## src/rtl/core/udt_pkg.sv

```systemverilog
// Package for the umlaut digraph transliterator.
// Holds character codes, umlaut codes, the result entry type and the pair decision.
// No dependencies.
package udt_pkg;

  localparam logic [7:0] ChLa = 8'h61;
  localparam logic [7:0] ChLe = 8'h65;
  localparam logic [7:0] ChLo = 8'h6f;
  localparam logic [7:0] ChLu = 8'h75;
  localparam logic [7:0] ChUa = 8'h41;
  localparam logic [7:0] ChUe = 8'h45;
  localparam logic [7:0] ChUo = 8'h4f;
  localparam logic [7:0] ChUu = 8'h55;

  localparam logic [7:0] UmlLa = 8'he4;
  localparam logic [7:0] UmlLo = 8'hf6;
  localparam logic [7:0] UmlLu = 8'hfc;
  localparam logic [7:0] UmlUa = 8'hc4;
  localparam logic [7:0] UmlUo = 8'hd6;
  localparam logic [7:0] UmlUu = 8'hdc;
  localparam logic [7:0] NoCode = 8'h00;

  localparam logic [15:0] CountMax = 16'hffff;

  localparam int OutDepth = 4;
  localparam int OutPtrW = $clog2(OutDepth);
  localparam int OutCntW = $clog2(OutDepth + 1);

  typedef struct packed {
    logic [7:0]  out_byte;
    logic        last_out;
    logic [15:0] replaced_total;
  } result_t;

  function automatic logic [7:0] pair_code(input logic [7:0] prev, input logic [7:0] first,
                                           input logic [7:0] second);
    logic lower_block;
    logic upper_block;
    logic [7:0] code;
    lower_block = prev inside {ChLa, ChLe, ChUa, ChUe};
    upper_block = prev inside {ChUa, ChUe};
    code = NoCode;
    if (second == ChLe) begin
      case (first)
        ChLa: code = UmlLa;
        ChLo: code = UmlLo;
        ChLu: code = lower_block ? NoCode : UmlLu;
        ChUa: code = UmlUa;
        ChUo: code = UmlUo;
        ChUu: code = UmlUu;
        default: code = NoCode;
      endcase
    end else if (second == ChUe) begin
      case (first)
        ChUa: code = UmlUa;
        ChUo: code = UmlUo;
        ChUu: code = upper_block ? NoCode : UmlUu;
        default: code = NoCode;
      endcase
    end
    return code;
  endfunction

endpackage

```

## src/rtl/core/udt_in_if.sv

```systemverilog
// Input channel of the umlaut digraph transliterator: valid/ready plus text byte.
// No dependencies.
interface udt_in_if;
  logic       valid;
  logic       ready;
  logic [7:0] in_byte;
  logic       end_of_text;

  modport source (output valid, output in_byte, output end_of_text, input ready);
  modport sink (input valid, input in_byte, input end_of_text, output ready);
endinterface

```

## src/rtl/core/udt_out_if.sv

```systemverilog
// Result channel of the umlaut digraph transliterator: valid/ready plus result byte.
// No dependencies.
interface udt_out_if;
  logic        valid;
  logic        ready;
  logic [7:0]  out_byte;
  logic        last_out;
  logic [15:0] replaced_total;

  modport source (output valid, output out_byte, output last_out, output replaced_total,
                  input ready);
  modport sink (input valid, input out_byte, input last_out, input replaced_total,
                output ready);
endinterface

```

## src/rtl/core/umlaut_digraph_transliterator.sv

```systemverilog
// Top level of the umlaut digraph transliterator.
// Depends on udt_pkg, udt_in_if and udt_out_if.
//
// Usage:
//   in_ch carries one text byte per transaction; end_of_text marks the final byte.
//   out_ch carries result bytes: passed bytes or Latin-1 umlaut codes, last_out on
//   the final byte of a text and the saturating replacement count of the text.
//   One byte is held as lookahead, so a byte leaves only once its successor (or the
//   end of text) has arrived. Each input transaction yields zero, one or two results,
//   written into a four-entry result queue in the cycle of acceptance; out_ch offers
//   the oldest queued result, in order of production.
//   Throughput: one input transaction per cycle while in_ch.ready is high, which it is
//   while the queue has room for two results; since a text adds at most one result per
//   byte on average, a receiver that takes one result per cycle never stalls the input.
//   When the receiver stalls, results stay queued and the input stops once the queue
//   cannot take two more.
//   Reset (rst_n low, synchronous) empties the queue and clears the held byte, the
//   lookbehind byte and the count. End of text clears them too for the next text.
module umlaut_digraph_transliterator (
  input  logic clk,
  input  logic rst_n,
  udt_in_if.sink    in_ch,
  udt_out_if.source out_ch
);

  localparam int PtrW = udt_pkg::OutPtrW;
  localparam int CntW = udt_pkg::OutCntW;

  logic [7:0]  held_r, held_nxt;
  logic        held_v_r, held_v_nxt;
  logic [7:0]  before_r, before_nxt;
  logic [15:0] count_r, count_nxt;

  udt_pkg::result_t q_r [udt_pkg::OutDepth];
  logic [PtrW-1:0] wr_ptr_r, rd_ptr_r;
  logic [CntW-1:0] fill_r;

  logic            acc;
  logic            pop;
  logic [7:0]      code;
  logic            hit;
  logic [15:0]     count_inc;
  logic [1:0]      push_n;
  udt_pkg::result_t res0, res1;
  logic [7:0]      b;
  logic            eot;

  assign b   = in_ch.in_byte;
  assign eot = in_ch.end_of_text;

  assign in_ch.ready = (fill_r <= CntW'(udt_pkg::OutDepth - 2));
  assign acc = in_ch.valid && in_ch.ready;
  assign out_ch.valid = (fill_r != '0);
  assign pop = out_ch.valid && out_ch.ready;

  assign code = udt_pkg::pair_code(before_r, held_r, b);
  assign hit = held_v_r && (code != udt_pkg::NoCode);
  assign count_inc = (count_r == udt_pkg::CountMax) ? count_r : count_r + 16'd1;

  always_comb begin
    res0 = '{out_byte: b, last_out: eot, replaced_total: count_r};
    res1 = '{out_byte: b, last_out: 1'b1, replaced_total: count_r};
    push_n = 2'd0;
    held_nxt = held_r;
    held_v_nxt = held_v_r;
    before_nxt = before_r;
    count_nxt = count_r;
    if (acc) begin
      if (hit) begin
        res0 = '{out_byte: code, last_out: eot, replaced_total: count_inc};
        push_n = 2'd1;
        held_nxt = 8'd0;
        held_v_nxt = 1'b0;
        before_nxt = b;
        count_nxt = count_inc;
      end else if (held_v_r) begin
        res0 = '{out_byte: held_r, last_out: 1'b0, replaced_total: count_r};
        push_n = eot ? 2'd2 : 2'd1;
        before_nxt = held_r;
        held_nxt = b;
      end else begin
        push_n = eot ? 2'd1 : 2'd0;
        held_nxt = b;
        held_v_nxt = 1'b1;
      end
      if (eot) begin
        held_nxt = 8'd0;
        held_v_nxt = 1'b0;
        before_nxt = 8'd0;
        count_nxt = 16'd0;
      end
    end
  end

  always_ff @(posedge clk) begin
    if (!rst_n) begin
      held_r   <= 8'd0;
      held_v_r <= 1'b0;
      before_r <= 8'd0;
      count_r  <= 16'd0;
      wr_ptr_r <= '0;
      rd_ptr_r <= '0;
      fill_r   <= '0;
    end else begin
      held_r   <= held_nxt;
      held_v_r <= held_v_nxt;
      before_r <= before_nxt;
      count_r  <= count_nxt;
      wr_ptr_r <= wr_ptr_r + PtrW'(push_n);
      if (pop) begin
        rd_ptr_r <= rd_ptr_r + PtrW'(1);
      end
      fill_r <= fill_r + CntW'(push_n) - CntW'(pop);
    end
  end

  always_ff @(posedge clk) begin
    if (push_n != 2'd0) begin
      q_r[wr_ptr_r] <= res0;
    end
    if (push_n == 2'd2) begin
      q_r[wr_ptr_r + PtrW'(1)] <= res1;
    end
  end

  assign out_ch.out_byte       = q_r[rd_ptr_r].out_byte;
  assign out_ch.last_out       = q_r[rd_ptr_r].last_out;
  assign out_ch.replaced_total = q_r[rd_ptr_r].replaced_total;

endmodule
```

## src/flat_wrapper.sv

```systemverilog
// flat-port wrapper written by rule: the top's interface ports become plain ports
module umlaut_digraph_transliterator_flat 
  (clk, rst_n, in_ch_valid, in_ch_in_byte, in_ch_end_of_text, in_ch_ready, out_ch_valid, out_ch_out_byte, out_ch_last_out, out_ch_replaced_total, out_ch_ready);
  udt_in_if in_ch_i ();
  udt_out_if out_ch_i ();
  input  logic clk;
  input  logic rst_n;
  input wire logic [$bits(in_ch_i.valid)-1:0] in_ch_valid;
  input wire logic [$bits(in_ch_i.in_byte)-1:0] in_ch_in_byte;
  input wire logic [$bits(in_ch_i.end_of_text)-1:0] in_ch_end_of_text;
  output wire logic [$bits(in_ch_i.ready)-1:0] in_ch_ready;
  output wire logic [$bits(out_ch_i.valid)-1:0] out_ch_valid;
  output wire logic [$bits(out_ch_i.out_byte)-1:0] out_ch_out_byte;
  output wire logic [$bits(out_ch_i.last_out)-1:0] out_ch_last_out;
  output wire logic [$bits(out_ch_i.replaced_total)-1:0] out_ch_replaced_total;
  input wire logic [$bits(out_ch_i.ready)-1:0] out_ch_ready;
  assign in_ch_i.valid = in_ch_valid;
  assign in_ch_i.in_byte = in_ch_in_byte;
  assign in_ch_i.end_of_text = in_ch_end_of_text;
  assign in_ch_ready = in_ch_i.ready;
  assign out_ch_valid = out_ch_i.valid;
  assign out_ch_out_byte = out_ch_i.out_byte;
  assign out_ch_last_out = out_ch_i.last_out;
  assign out_ch_replaced_total = out_ch_i.replaced_total;
  assign out_ch_i.ready = out_ch_ready;
  umlaut_digraph_transliterator u_core (.clk(clk), .rst_n(rst_n), .in_ch(in_ch_i), .out_ch(out_ch_i));
endmodule
```

## config.mk

```make
export PLATFORM = sky130hd
export DESIGN_NAME = umlaut_digraph_transliterator_flat
export DESIGN_NICKNAME = d
export VERILOG_FILES = /design/src/rtl/core/udt_pkg.sv /design/src/rtl/core/udt_in_if.sv /design/src/rtl/core/udt_out_if.sv /design/src/rtl/core/umlaut_digraph_transliterator.sv /design/src/flat_wrapper.sv
export SDC_FILE = /design/constraint.sdc
export NUM_CORES = 1
export LEC_CHECK = 0
export ABC_AREA = 1
export BUFFER_PORTS_ARGS = -buffer_cell sky130_fd_sc_hd__buf_4
export CAP_MARGIN = 10
export CORE_UTILIZATION = 30
export CTS_CLUSTER_DIAMETER = 120
export DETAILED_ROUTE_END_ITERATION = 6
export PLACE_DENSITY = 0.46
export SYNTH_ARGS = -nofsm -noshare
export SYNTH_HDL_FRONTEND = slang
export SYNTH_SLANG_ARGS = --single-unit
```

## constraint.sdc

```tcl
create_clock -name clk -period 2.7 [get_ports clk]
set_input_delay 0.27 -clock clk [delete_from_list [all_inputs] [get_ports clk]]
set_output_delay 0.27 -clock clk [all_outputs]
set_load 0.05 [all_outputs]
```

Word level (Yosys, flattened, before mapping)
Memory sizes are Yosys's and may differ from the RTL's. A register that Yosys moved wholly into a read port is not among the register bits.
Cells that the tools add are included.
Cells by class
  add/subtract/negate cells: 6
  order comparisons: 1
  equal/unequal tests: 14
  mux-type cells: 30
  reduce and logical (&&, ||, !) cells: 12
Operator list (count)
  equality test 8 x 7 -> 1 bit, second input constant: 12
  2-to-1 mux 25 bit: 3
  2-to-1 mux 8 bit: 9
  2-to-1 mux 16 bit: 3
  one-hot mux 8 bit (6 select lines): 1
  one-hot mux 8 bit (3 select lines): 1
  adder 16 x 1 -> 16 bit, second input constant: 1
  equality test 16 bit, second input constant: 1
  2-to-1 mux 2 bit: 6
  nonzero test 8 bit: 1
  2-to-1 mux 1 bit: 7
  nonzero test 2 bit: 3
  nonzero test 3 bit: 2
  adder 2 x 1 -> 2 bit, second input constant: 2
  AND reduction 2 bit: 2
  nonzero test 4 bit: 1
  adder 3 x 2 -> 3 bit: 1
  <= comparator 3 x 2 -> 1 bit, second input constant: 1
  logical AND 1 bit: 3
  subtractor 3 x 1 -> 3 bit: 1
  adder 2 bit: 1
  equality test 2 bit, second input constant: 1
Word-level totals
  register bits: 40
  bits in writable memories: 100
  bits of input ports: 13
  output and inout port bits: 27
  logic and storage cells: 71
  memories: 1
Memory list
  u_core.q_r: depth 4, bits a word 25, rd ports 1, clocked after Yosys merged registers in 1, write ports 2, line umlaut_digraph_transliterator.sv:34  | udt_pkg::result_t q_r [udt_pkg::OutDepth];

Logic depth before layout (Yosys ltp)
Gate-level depths: netlist of run 1.
  word-level depth: 13
  depth in mapped cells: 19
  depth with buffers taken out: 19

Worst setup path after synthesis of run 1
Ideal clock, no wire load.
  path type: reg2reg
  from: register u_core.fill_r[1]
  to: memory u_core.q_r[3][0] in the netlist's numbering, enable pin
  setup time: 0.381 ns
  arrival time: 2.593 ns
  data required time: 2.319 ns
  setup slack: -0.274 ns
  stages on the path, launching flop included: 9
  buffers on the path: 1
  period minus slack after synthesis: 2.974 ns
  cell sequence: dfxtp_1 a21oi_1 nand2_1 inv_1 nand3_4 nand2_4 nand2_2 buf_2 nand2_1
RTL lines
  from (decl): line umlaut_digraph_transliterator.sv:36  | logic [CntW-1:0] fill_r;
  from (signal assigned): line umlaut_digraph_transliterator.sv:113  | fill_r <= fill_r + CntW'(push_n) - CntW'(pop);
  to (decl): line umlaut_digraph_transliterator.sv:34

==> qor.txt, run 1 <==
Final nets -> 1022
die width -> 163 µm
DR WL/cell -> 17.1 µm
Synth area leader -> edfxtp_1
crit path buf inv count -> 3
Synth async-reset ratio -> 0
post-synthesis sequential area ratio -> 0.487
Post-Route Setup TNS -> 0 ns
PwrDens -> 817 nW/µm²
CTS buffer count -> 17
Hold Crit Class -> in2reg
EDFF count, synth -> 96
Tmin final -> 2.44 ns
I/O pins -> 40
Pins Over Slew Limit -> 0
Top delay family on crit path -> simple AND/OR/NAND/NOR gates
max incr delay on CP -> 0.43 ns
clk sinks -> 141
grt total ovfl -> 0
placed standard-cell area -> 8510 µm²
Starting Density -> 0.307
Design Area, Final -> 9140 µm²
fin crit share -> 0.905
vias -> 6557
Worst-Margin Slew -> 0.935 ns
clock insertion delay at the later pin of the skew report -> 0.43 ns
share of layout cells above drive strength 1 -> 0.169
Post-DRT Antenna Nets -> 0
row count -> 58
Top FF cell, synth -> edfxtp_1
synth top area cells -> edfxtp_1 (37%), dfxtp_1 (12%), nand2_1 (9.9%), nand3_1 (7.3%), o21ai_0 (5.5%)
first-pass GRT wire length -> 36600 µm
RSZ-0062 raised after global routing -> no
Synth Cell Area -> 7770 µm²
Die Y -> 163 µm
CP cell instances -> inv_2, nand2_1, nor2_1, nand2_1, nand2_1, nor2_1, nand2_1, nand2_1, nand2_2, nand2_4, nand3_4, nor2_4, buf_6, nand2_1, nand2_4, clkbuf_16
DRC marker count from the first detailed-route iteration -> 432
routability cong. -> 0.884
FMAX -> 409 MHz
Ant. Diodes -> 0
crit end category -> register
H-tree levels -> 4
#FFs+latches synth -> 141
# Max-Cap Violations -> 0
post-DP HPWL -> 15900 µm
post-synthesis cell type count -> 39
outcome -> finished, final reports clean
Hold-fix buffers, CTS -> 0
post-synthesis instance total -> 966
initial antenna violation count -> 0
Mapped Nets -> 988
Synth Area per Inst -> 8.05 µm²
Worst Path Required -> 2.84 ns
relative slew slack -> 0.377
GRT Overall Usage -> 0.182
first-pass detailed-route iteration total -> 5
CTS tree -> done
critical path class -> reg2reg
worst vdd ir -> 0.000413 V
largest net degree at the start of global routing -> 43
clk root buf -> clkbuf_16
Synth top area share -> 0.371
final WL -> 23000 µm
Setup violations, final -> 0
drc violations -> 0
most used cell, CP -> nand2_1
Area Overhead vs Synth -> 17.5%
Crit Path Max Fanout -> 12
clock-pin transition on the worst setup and hold timing paths -> 0.07 ns
core area -> 25300 µm²
clk buf depth -> 2
YS warnings -> 0
Clock Skews -> 0.0107 ns
die area -> 26600 µm²
leak pwr -> 3.43 nW
Arr. time, crit path -> 2.58 ns
final hold violation count -> 0
vias in the first global route -> 6372
CP max stage cell -> dfxtp_1
Via density -> 4.88
port bufs -> 39
nature of the critical path startpoint -> register
-- synthesized netlist by cell type (all sizes together) (5+ instances only) --
cell type,n
inv,67
nor2,110
o22ai,25
buf,34
nand4,5
dfxtp,45
nand2,215
clkbuf,38
xor2,6
edfxtp,96
ha,8
nand3,116
o21ai,154
xnor2,13
a21oi,19
-- registers in the layout, indices dropped and copies added (netlist names), named ones only --
name	count
u_core.fill_r	3
u_core.before_r	7
u_core.held_r	8
u_core.count_r	16
u_core.q_r	100
u_core.held_v_r	1
u_core.rd_ptr_r	2
u_core.wr_ptr_r	2
-- final timing paths --
check / startpoint / to / slack, ns / depth (start not counted)
min reg2reg: u_core.before_r[7] / u_core.before_r[7] / 0.47 / 2
max: u_core.held_r[1] / u_core.q_r[3][17] / 0.26 / 16
min: rst_n / u_core.fill_r[0] / 0.07 / 3
max reg2reg: u_core.held_r[1] / u_core.q_r[3][17] / 0.26 / 16
-- layout by cell type (no fill, tap or decap), types with 8 or more instances in the layout --
master and n:
a21oi_1 17, buf_4 81, clkbuf_16 18, dfxtp_1 44, edfxtp_1 96, ha_1 8, inv_1 50, inv_2 16
nand2_1 203, nand3_1 114, nor2_1 94, nor2_2 9, o21ai_0 85, o21ai_1 69, o22ai_1 25, xnor2_1 13
-- cell type report --
cell class / count / area [µm²]
fillers: 2659 / 16200
multi-input cells: 683 / 3390
inverters: 70 / 267
clock inverters: 14 / 128
repair buffers: 87 / 724
clock buffers: 18 / 429
flip-flops and latches: 141 / 3780
well taps: 330 / 413
-- report_power, final --
part           internal, mW  switching, mW
registers              2.54         0.0962
logic                 0.705           1.89
clock network          1.21           1.03
-- through the flow --
stage	utilization	hold slack (ns)	instances	setup WS, ns	total power, mW
after floorplan	-	0.363	966	0.0683	4.43
after global placement	0.336	0.455	1306	0.253	5.31
after detailed placement	0.336	0.459	1306	0.202	5.30
after CTS	0.358	0.0551	1338	0.188	7.54
after global routing	0.361	0.0841	1343	0.00742	7.84
final	0.361	0.0748	1343	0.257	7.47
-- logic make-up after synthesis --
kind of cell	count (synthesis)	share of synthesized area
simple gates	454	0.262
compound gates	200	0.134
buf+inv	142	0.0790
flops	141	0.487
xor+xnor	19	0.0214
fa+ha+maj	9	0.0155
mux	1	0.00129
-- tightest hold or removal path: stages --
cell	delay, ns
buf_4	0.11
nand2_1	0.05
inv_1	0.04
-- layer usage --
| metal | track usage | share of wire | up-vias |
|---|---|---|---|
| met4 | 0.0442 | 0.011 | 0 |
| met3 | 0.0334 | 0.045 | 20 |
| met2 | 0.288 | 0.46 | 148 |
| met5 | 0 | 0 | - |
| li1 | - | - | 3326 |
| met1 | 0.254 | 0.49 | 3063 |
-- timing repair --
item,4_1_cts,5_1_grt
resized for setup,0,4
buffers inserted,0,4
endpoints found under the setup margin,0,102
Note: power is estimated with default switching activity, not from simulation.
==> run 2, diff against run 1 <==
CORE_UTILIZATION = 61   (was 30)
PLACE_DENSITY = 0.8   (was 0.46)
==> qor.txt, run 2 (same netlist as run 1, synthesis figures left out) <==
max FFs per register -> 100 (unchanged)
final design utilization -> 0.729 (was 0.361)
worst vdd ir -> 0.000441 V (was 0.000413 V)
critical path depth -> 16 (unchanged)
placed standard-cell area -> 8220 µm² (was 8510 µm²)
biggest regs -> u_core.q_r (100), u_core.count_r (16), u_core.held_r (8) (unchanged)
I/O pins -> 40 (unchanged)
CP startpoint -> u_core.held_r[3] (was u_core.held_r[1])
share of layout cells above drive strength 1 -> 0.152 (was 0.169)
largest net degree at the start of global routing -> 51 (was 43)
Comb pwr share -> 0.319 (was 0.347)
FMAX -> 402 MHz (was 409 MHz)
core area -> 12200 µm² (was 25300 µm²)
Via density -> 5.98 (was 4.88)
Area Overhead vs Synth -> 14.5% (was 17.5%)
number of fill cells -> 946 (was 2659)
commonest non-fill, non-tap cell in the layout -> nand2_1 (unchanged)
final hold violation count -> 0 (unchanged)
row count -> 40 (was 58)
Ant. Diodes -> 0 (unchanged)
Top reg by flops -> u_core.q_r (unchanged)
Hold Crit Class -> in2reg (unchanged)
met1 usage -> 0.438 (was 0.254)
Non-Filler Instances -> 1166 (was 1343)
first-pass GRT wire length -> 32800 µm (was 36600 µm)
R2R depth -> 16 (unchanged)
register area -> 3780 µm² (unchanged)
Tmin final -> 2.49 ns (was 2.44 ns)
crit path to -> u_core.fill_r[2] (was u_core.q_r[3][17])
critical path class -> reg2reg (unchanged)
commonest non-fill, non-tap cells in the layout -> nand2_1 (204), nand3_1 (114), edfxtp_1 (96), nor2_1 (94), o21ai_0 (85) (was nand2_1 (203), nand3_1 (114), edfxtp_1 (96), nor2_1 (94), o21ai_0 (85))
Switch Pwr -> 2.82 mW (was 3.01 mW)
CP cell instances -> inv_2, nand2_1, nor2_2, nand2_1, inv_2, nor2_1, nand2_1, nand2_1, nand2_2, nand2_4, nand3_4, ha_1, fa_1, xor2_1, inv_1, nor2_1 (was inv_2, nand2_1, nor2_1, nand2_1, nand2_1, nor2_1, nand2_1, nand2_1, nand2_2, nand2_4, nand3_4, nor2_4, buf_6, nand2_1, nand2_4, clkbuf_16)
Clock Skews -> 0.00616 ns (was 0.0107 ns)
Pint -> 5.03 mW (was 4.46 mW)
Arr. time, crit path -> 2.80 ns (was 2.58 ns)
Post-Place Cells -> 1135 (was 1306)
leak pwr -> 3.41 nW (was 3.43 nW)
die area -> 13200 µm² (was 26600 µm²)
final WL -> 20400 µm (was 23000 µm)
Die Y -> 115 µm (was 163 µm)
most used cell, CP -> nand2_1 (unchanged)
clock insertion delay at the later pin of the skew report -> 0.42 ns (was 0.43 ns)
die width -> 115 µm (was 163 µm)
Worst-Margin Slew -> 0.742 ns (was 0.935 ns)
area of the multi-input gates -> 3380 µm² (was 3390 µm²)
DR WL/cell -> 17.5 µm (was 17.1 µm)
vias in the first global route -> 6569 (was 6372)
CTS buffer count -> 17 (unchanged)
r2r endpoint -> u_core.fill_r[2] (was u_core.q_r[3][17])
clk buf depth -> 2 (unchanged)
Clock power frac -> 0.344 (was 0.300)
GRT Overall Usage -> 0.328 (was 0.182)
Starting Density -> 0.637 (was 0.307)
crit end category -> register (unchanged)
initial antenna violation count -> 0 (unchanged)
max incr delay on CP -> 0.44 ns (was 0.43 ns)
port bufs -> 39 (unchanged)
# Max-Cap Violations -> 0 (unchanged)
met3 usage -> 0.0564 (was 0.0334)
post-DP HPWL -> 13600 µm (was 15900 µm)
clock-pin transition on the worst setup and hold timing paths -> 0.06 ns (was 0.07 ns)
reg-to-reg slack, setup -> 0.21 ns (was 0.26 ns)
clk sinks -> 141 (unchanged)
Worst Path Required -> 3.01 ns (was 2.84 ns)
Setup violations, final -> 0 (unchanged)
fin crit share -> 0.922 (was 0.905)
H-tree levels -> 4 (unchanged)
DRC marker count from the first detailed-route iteration -> 917 (was 432)
CTS tree -> done (unchanged)
CP max stage cell -> fa_1 (was dfxtp_1)
crit path buf inv count -> 3 (unchanged)
switch share -> 0.359 (was 0.403)
relative slew slack -> 0.500 (was 0.377)
global routing's busiest layer -> met2 (unchanged)
nature of the critical path startpoint -> register (unchanged)
Post-DRT Antenna Nets -> 0 (unchanged)
RR Startpoint -> u_core.held_r[3] (was u_core.held_r[1])
Pins Over Slew Limit -> 0 (unchanged)
met2 usage -> 0.533 (was 0.288)
Crit Path Max Fanout -> 6 (was 12)
drc violations -> 0 (unchanged)
Design Area, Final -> 8900 µm² (was 9140 µm²)
routability cong. -> 0.973 (was 0.884)
Final nets -> 1008 (was 1022)
PwrDens -> 881 nW/µm² (was 817 nW/µm²)
RSZ-0062 raised after global routing -> no (unchanged)
outcome -> finished, final reports clean (unchanged)
vias -> 6977 (was 6557)
Final Power -> 7.84 mW (was 7.47 mW)
Post-Route Setup TNS -> 0 ns (unchanged)
sequential power share -> 0.337 (was 0.353)
clk root buf -> clkbuf_16 (unchanged)
grt total ovfl -> 0 (unchanged)
first-pass detailed-route iteration total -> 6 (was 5)
Top delay family on crit path -> simple AND/OR/NAND/NOR gates (unchanged)
-- run 2: cell count changes in the layout (fill, tap and decap cells not counted), moves of 2 or more --
| cell | previous run | this run |
|---|---|---|
| clkinvlp_4 | 2 | 0 |
| inv_8 | 3 | 0 |
| bufinv_16 | 0 | 7 |
| clkinv_1 | 2 | 5 |
| inv_6 | 5 | 1 |
| buf_12 | 4 | 2 |
| buf_4 | 81 | 69 |
-- run 2: worst min-delay path: stages --
cell	delay (ns)
buf_4	0.11
nand2_1	0.05
inv_1	0.04
-- run 2: repair_timing --
item | in CTS | in global routing
resized for setup | 0 | 3
setup endpoints to repair | 0 | 63
setup buffers | 0 | 0
hold buffers | 0 | 0
-- run 2: worst min path at each step --
stage	end	depth (start not counted)	startpoint
finish	u_core.wr_ptr_r[0]	3	rst_n
floorplan	u_core.fill_r[0]	2	rst_n
global route	u_core.wr_ptr_r[0]	3	rst_n
detailed placement	u_core.before_r[5]	2	u_core.before_r[5]
global placement	u_core.before_r[6]	2	u_core.before_r[6]
CTS	u_core.wr_ptr_r[0]	3	rst_n
-- run 2: per-stage QoR --
step / hold WS (ns) / setup WS, ns
floorplan: 0.363 / 0.0683
global placement: 0.454 / 0.344
detailed placement: 0.460 / 0.291
CTS: 0.0673 / 0.190
global route: 0.0799 / 0.00661
finish: 0.0729 / 0.211
-- run 2: final cells by class --
type,instances,area share
clock buffer,18,0.0482
inverter,70,0.0299
timing repair buffer,73,0.0652
sequential,141,0.425
tap,168,0.0236
clock inverter,13,0.0274
multi-input combinational,683,0.380
-- run 2: per-layer routing --
metal,up-vias,wire (µm),share of wire
li1,3303,-,-
met1,3202,8130,0.40
met2,406,9550,0.47
met3,66,2210,0.11
met4,0,556,0.027
met5,-,0,0
-- run 2: power groups by stage --
| stage | logic [mW] | registers (mW) | clock network (mW) |
|---|---|---|---|
| 6_report | 2.50 | 2.64 | 2.70 |
| 5_1_grt | 2.67 | 2.66 | 2.79 |
| 4_1_cts | 2.48 | 2.64 | 2.70 |
| 3_5_place_dp | 2.47 | 2.68 | 0 |
| 3_3_place_gp | 2.43 | 2.68 | 0 |
| 2_1_floorplan | 1.78 | 2.65 | 0 |
==> run 3, diff against run 2 <==
GPL_ROUTABILITY_DRIVEN = 0   (was default)
PLACE_DENSITY = 0.86   (was 0.8)
==> qor.txt, run 3 (same netlist as run 1, synthesis figures left out) <==
outcome -> finished, final reports clean (unchanged)
final WL -> 20900 µm (was 20400 µm)
CTS tree -> done (unchanged)
Die Y -> 115 µm (unchanged)
DR WL/cell -> 17.9 µm (was 17.5 µm)
critical path class -> reg2reg (unchanged)
GRT Overall Usage -> 0.333 (was 0.328)
CTS resizes -> 0 (unchanged)
Final Power -> 7.79 mW (was 7.84 mW)
commonest non-fill, non-tap cells in the layout -> nand2_1 (204), nand3_1 (114), edfxtp_1 (96), nor2_1 (94), o21ai_0 (85) (unchanged)
Worst-Margin Slew -> 0.826 ns (was 0.742 ns)
# Max-Cap Violations -> 0 (unchanged)
number of fill cells -> 845 (was 946)
CTS buffer count -> 17 (unchanged)
Tmin final -> 2.53 ns (was 2.49 ns)
crit path buf inv count -> 1 (was 3)
I/O pins -> 40 (unchanged)
Pins Over Slew Limit -> 0 (unchanged)
Hold Crit Class -> in2reg (unchanged)
Top delay family on crit path -> simple AND/OR/NAND/NOR gates (unchanged)
commonest non-fill, non-tap cell in the layout -> nand2_1 (unchanged)
grt total ovfl -> 0 (unchanged)
CP max stage cell -> dfxtp_1 (was fa_1)
Switch Pwr -> 2.85 mW (was 2.82 mW)
Post-CTS Setup Inserts -> 0 (unchanged)
H-tree levels -> 4 (unchanged)
max incr delay on CP -> 0.53 ns (was 0.44 ns)
Pint -> 4.94 mW (was 5.03 mW)
final design utilization -> 0.730 (was 0.729)
Ant. Diodes -> 0 (unchanged)
biggest regs -> u_core.q_r (100), u_core.count_r (16), u_core.held_r (8) (unchanged)
Post-Route Setup TNS -> 0 ns (unchanged)
crit end category -> register (unchanged)
Area Overhead vs Synth -> 14.6% (was 14.5%)
Worst Path Required -> 2.87 ns (was 3.01 ns)
CP cell instances -> nand3_1, nor2_1, nand3_1, nor3_1, xnor2_1, nand2_1, nand2_1, nand2_1, inv_1, o21ai_1 (was inv_2, nand2_1, nor2_2, nand2_1, inv_2, nor2_1, nand2_1, nand2_1, nand2_2, nand2_4, nand3_4, ha_1, fa_1, xor2_1, inv_1, nor2_1)
final hold violation count -> 0 (unchanged)
worst vdd ir -> 0.000457 V (was 0.000441 V)
vias in the first global route -> 6736 (was 6569)
metal3 WL -> 2420 µm (was 2210 µm)
sequential power share -> 0.338 (was 0.337)
clk buf depth -> 2 (unchanged)
switch share -> 0.366 (was 0.359)
nature of the critical path startpoint -> register (unchanged)
Final nets -> 1010 (was 1008)
metal2 WL -> 9910 µm (was 9550 µm)
Crit Path Max Fanout -> 9 (was 6)
Clock Skews -> 0.00789 ns (was 0.00616 ns)
Via density -> 6.08 (was 5.98)
core area -> 12200 µm² (unchanged)
clk sinks -> 141 (unchanged)
RSZ-0062 raised after global routing -> no (unchanged)
first-pass GRT wire length -> 33000 µm (was 32800 µm)
largest net degree at the start of global routing -> 52 (was 51)
die width -> 115 µm (unchanged)
Setup violations, final -> 0 (unchanged)
Top reg by flops -> u_core.q_r (unchanged)
vias -> 7104 (was 6977)
Comb pwr share -> 0.328 (was 0.319)
Post-DRT Antenna Nets -> 0 (unchanged)
leak pwr -> 3.40 nW (was 3.41 nW)
clock-pin transition on the worst setup and hold timing paths -> 0.06 ns (about the same)
PwrDens -> 874 nW/µm² (was 881 nW/µm²)
Starting Density -> 0.637 (unchanged)
Met1 Routed Length -> 7870 µm (was 8130 µm)
die area -> 13200 µm² (unchanged)
max FFs per register -> 100 (unchanged)
reg-to-reg slack, setup -> 0.17 ns (was 0.21 ns)
fin crit share -> 0.939 (was 0.922)
Hold-fix buffers, CTS -> 0 (unchanged)
row count -> 40 (unchanged)
max layer used -> met4 (unchanged)
port bufs -> 39 (unchanged)
clk root buf -> clkbuf_16 (unchanged)
Clock power frac -> 0.334 (was 0.344)
drc violations -> 0 (unchanged)
initial antenna violation count -> 0 (unchanged)
clock insertion delay at the later pin of the skew report -> 0.43 ns (was 0.42 ns)
share of layout cells above drive strength 1 -> 0.154 (was 0.152)
most used cell, CP -> nand2_1 (unchanged)
DRC marker count from the first detailed-route iteration -> 884 (was 917)
first-pass detailed-route iteration total -> 7 (was 6)
post-DP HPWL -> 13000 µm (was 13600 µm)
Arr. time, crit path -> 2.70 ns (was 2.80 ns)
FMAX -> 395 MHz (was 402 MHz)
relative slew slack -> 0.443 (was 0.500)
## run 3: cell count changes in the layout (fill, tap and decap cells not counted), sizes merged
cell | before | now
buf | 73 | 75
clkbuf | 18 | 20
clkinvlp | 0 | 2
bufinv | 7 | 6
clkinv | 8 | 7
inv | 68 | 67
## run 3: worst reg2reg max path, stage by stage (launching register included)
cell	delay (ns)
dfxtp_1	0.53
nand3_1	0.27
nor2_1	0.31
nand3_1	0.29
nor3_1	0.27
xnor2_1	0.15
nand2_1	0.08
nand2_1	0.10
nand2_1	0.06
inv_1	0.12
o21ai_1	0.09
## run 3: power by group through the flow
stage	clock network, mW	registers, mW	logic [mW]
after floorplan	0	2.65	1.78
after global placement	0	2.67	2.47
after detailed placement	0	2.67	2.50
after CTS	2.60	2.63	2.52
after global routing	2.72	2.65	2.71
final	2.60	2.63	2.56
## run 3: routing by layer
metal | up-vias | track usage
li1 | 3303 | -
met1 | 3202 | 0.406
met2 | 518 | 0.549
met3 | 81 | 0.0854
met4 | 0 | 0.171
met5 | - | 0
## run 3: final timing paths
check	startpoint	to	depth (start not counted)
setup / recovery	u_core.count_r[2]	u_core.q_r[0][15]	10
setup reg to reg	u_core.count_r[2]	u_core.q_r[0][15]	10
hold reg to reg	u_core.before_r[3]	u_core.before_r[3]	2
hold / removal	rst_n	u_core.fill_r[0]	3
## run 3: area by class of cell
| cell class | count | area (µm²) | area share |
|---|---|---|---|
| flip-flops and latches | 141 | 3780 | 0.425 |
| multi-input cells | 683 | 3380 | 0.380 |
| repair buffers | 75 | 613 | 0.0688 |
| clock buffers | 20 | 437 | 0.0490 |
| inverters | 70 | 267 | 0.0299 |
| clock inverters | 12 | 218 | 0.0244 |
| well taps | 168 | 210 | 0.0236 |
## run 3: metrics by stage
stage          setup slack (ns)  hold slack, ns  cell area (µm²)  std cells
2_1_floorplan            0.0683           0.363             7780        966
3_3_place_gp              0.282           0.449             8220       1133
3_5_place_dp              0.233           0.456             8220       1133
4_1_cts                   0.191          0.0796             8870       1165
5_1_grt                  0.0246          0.0908             8910       1169
6_report                  0.166          0.0824             8910       1169
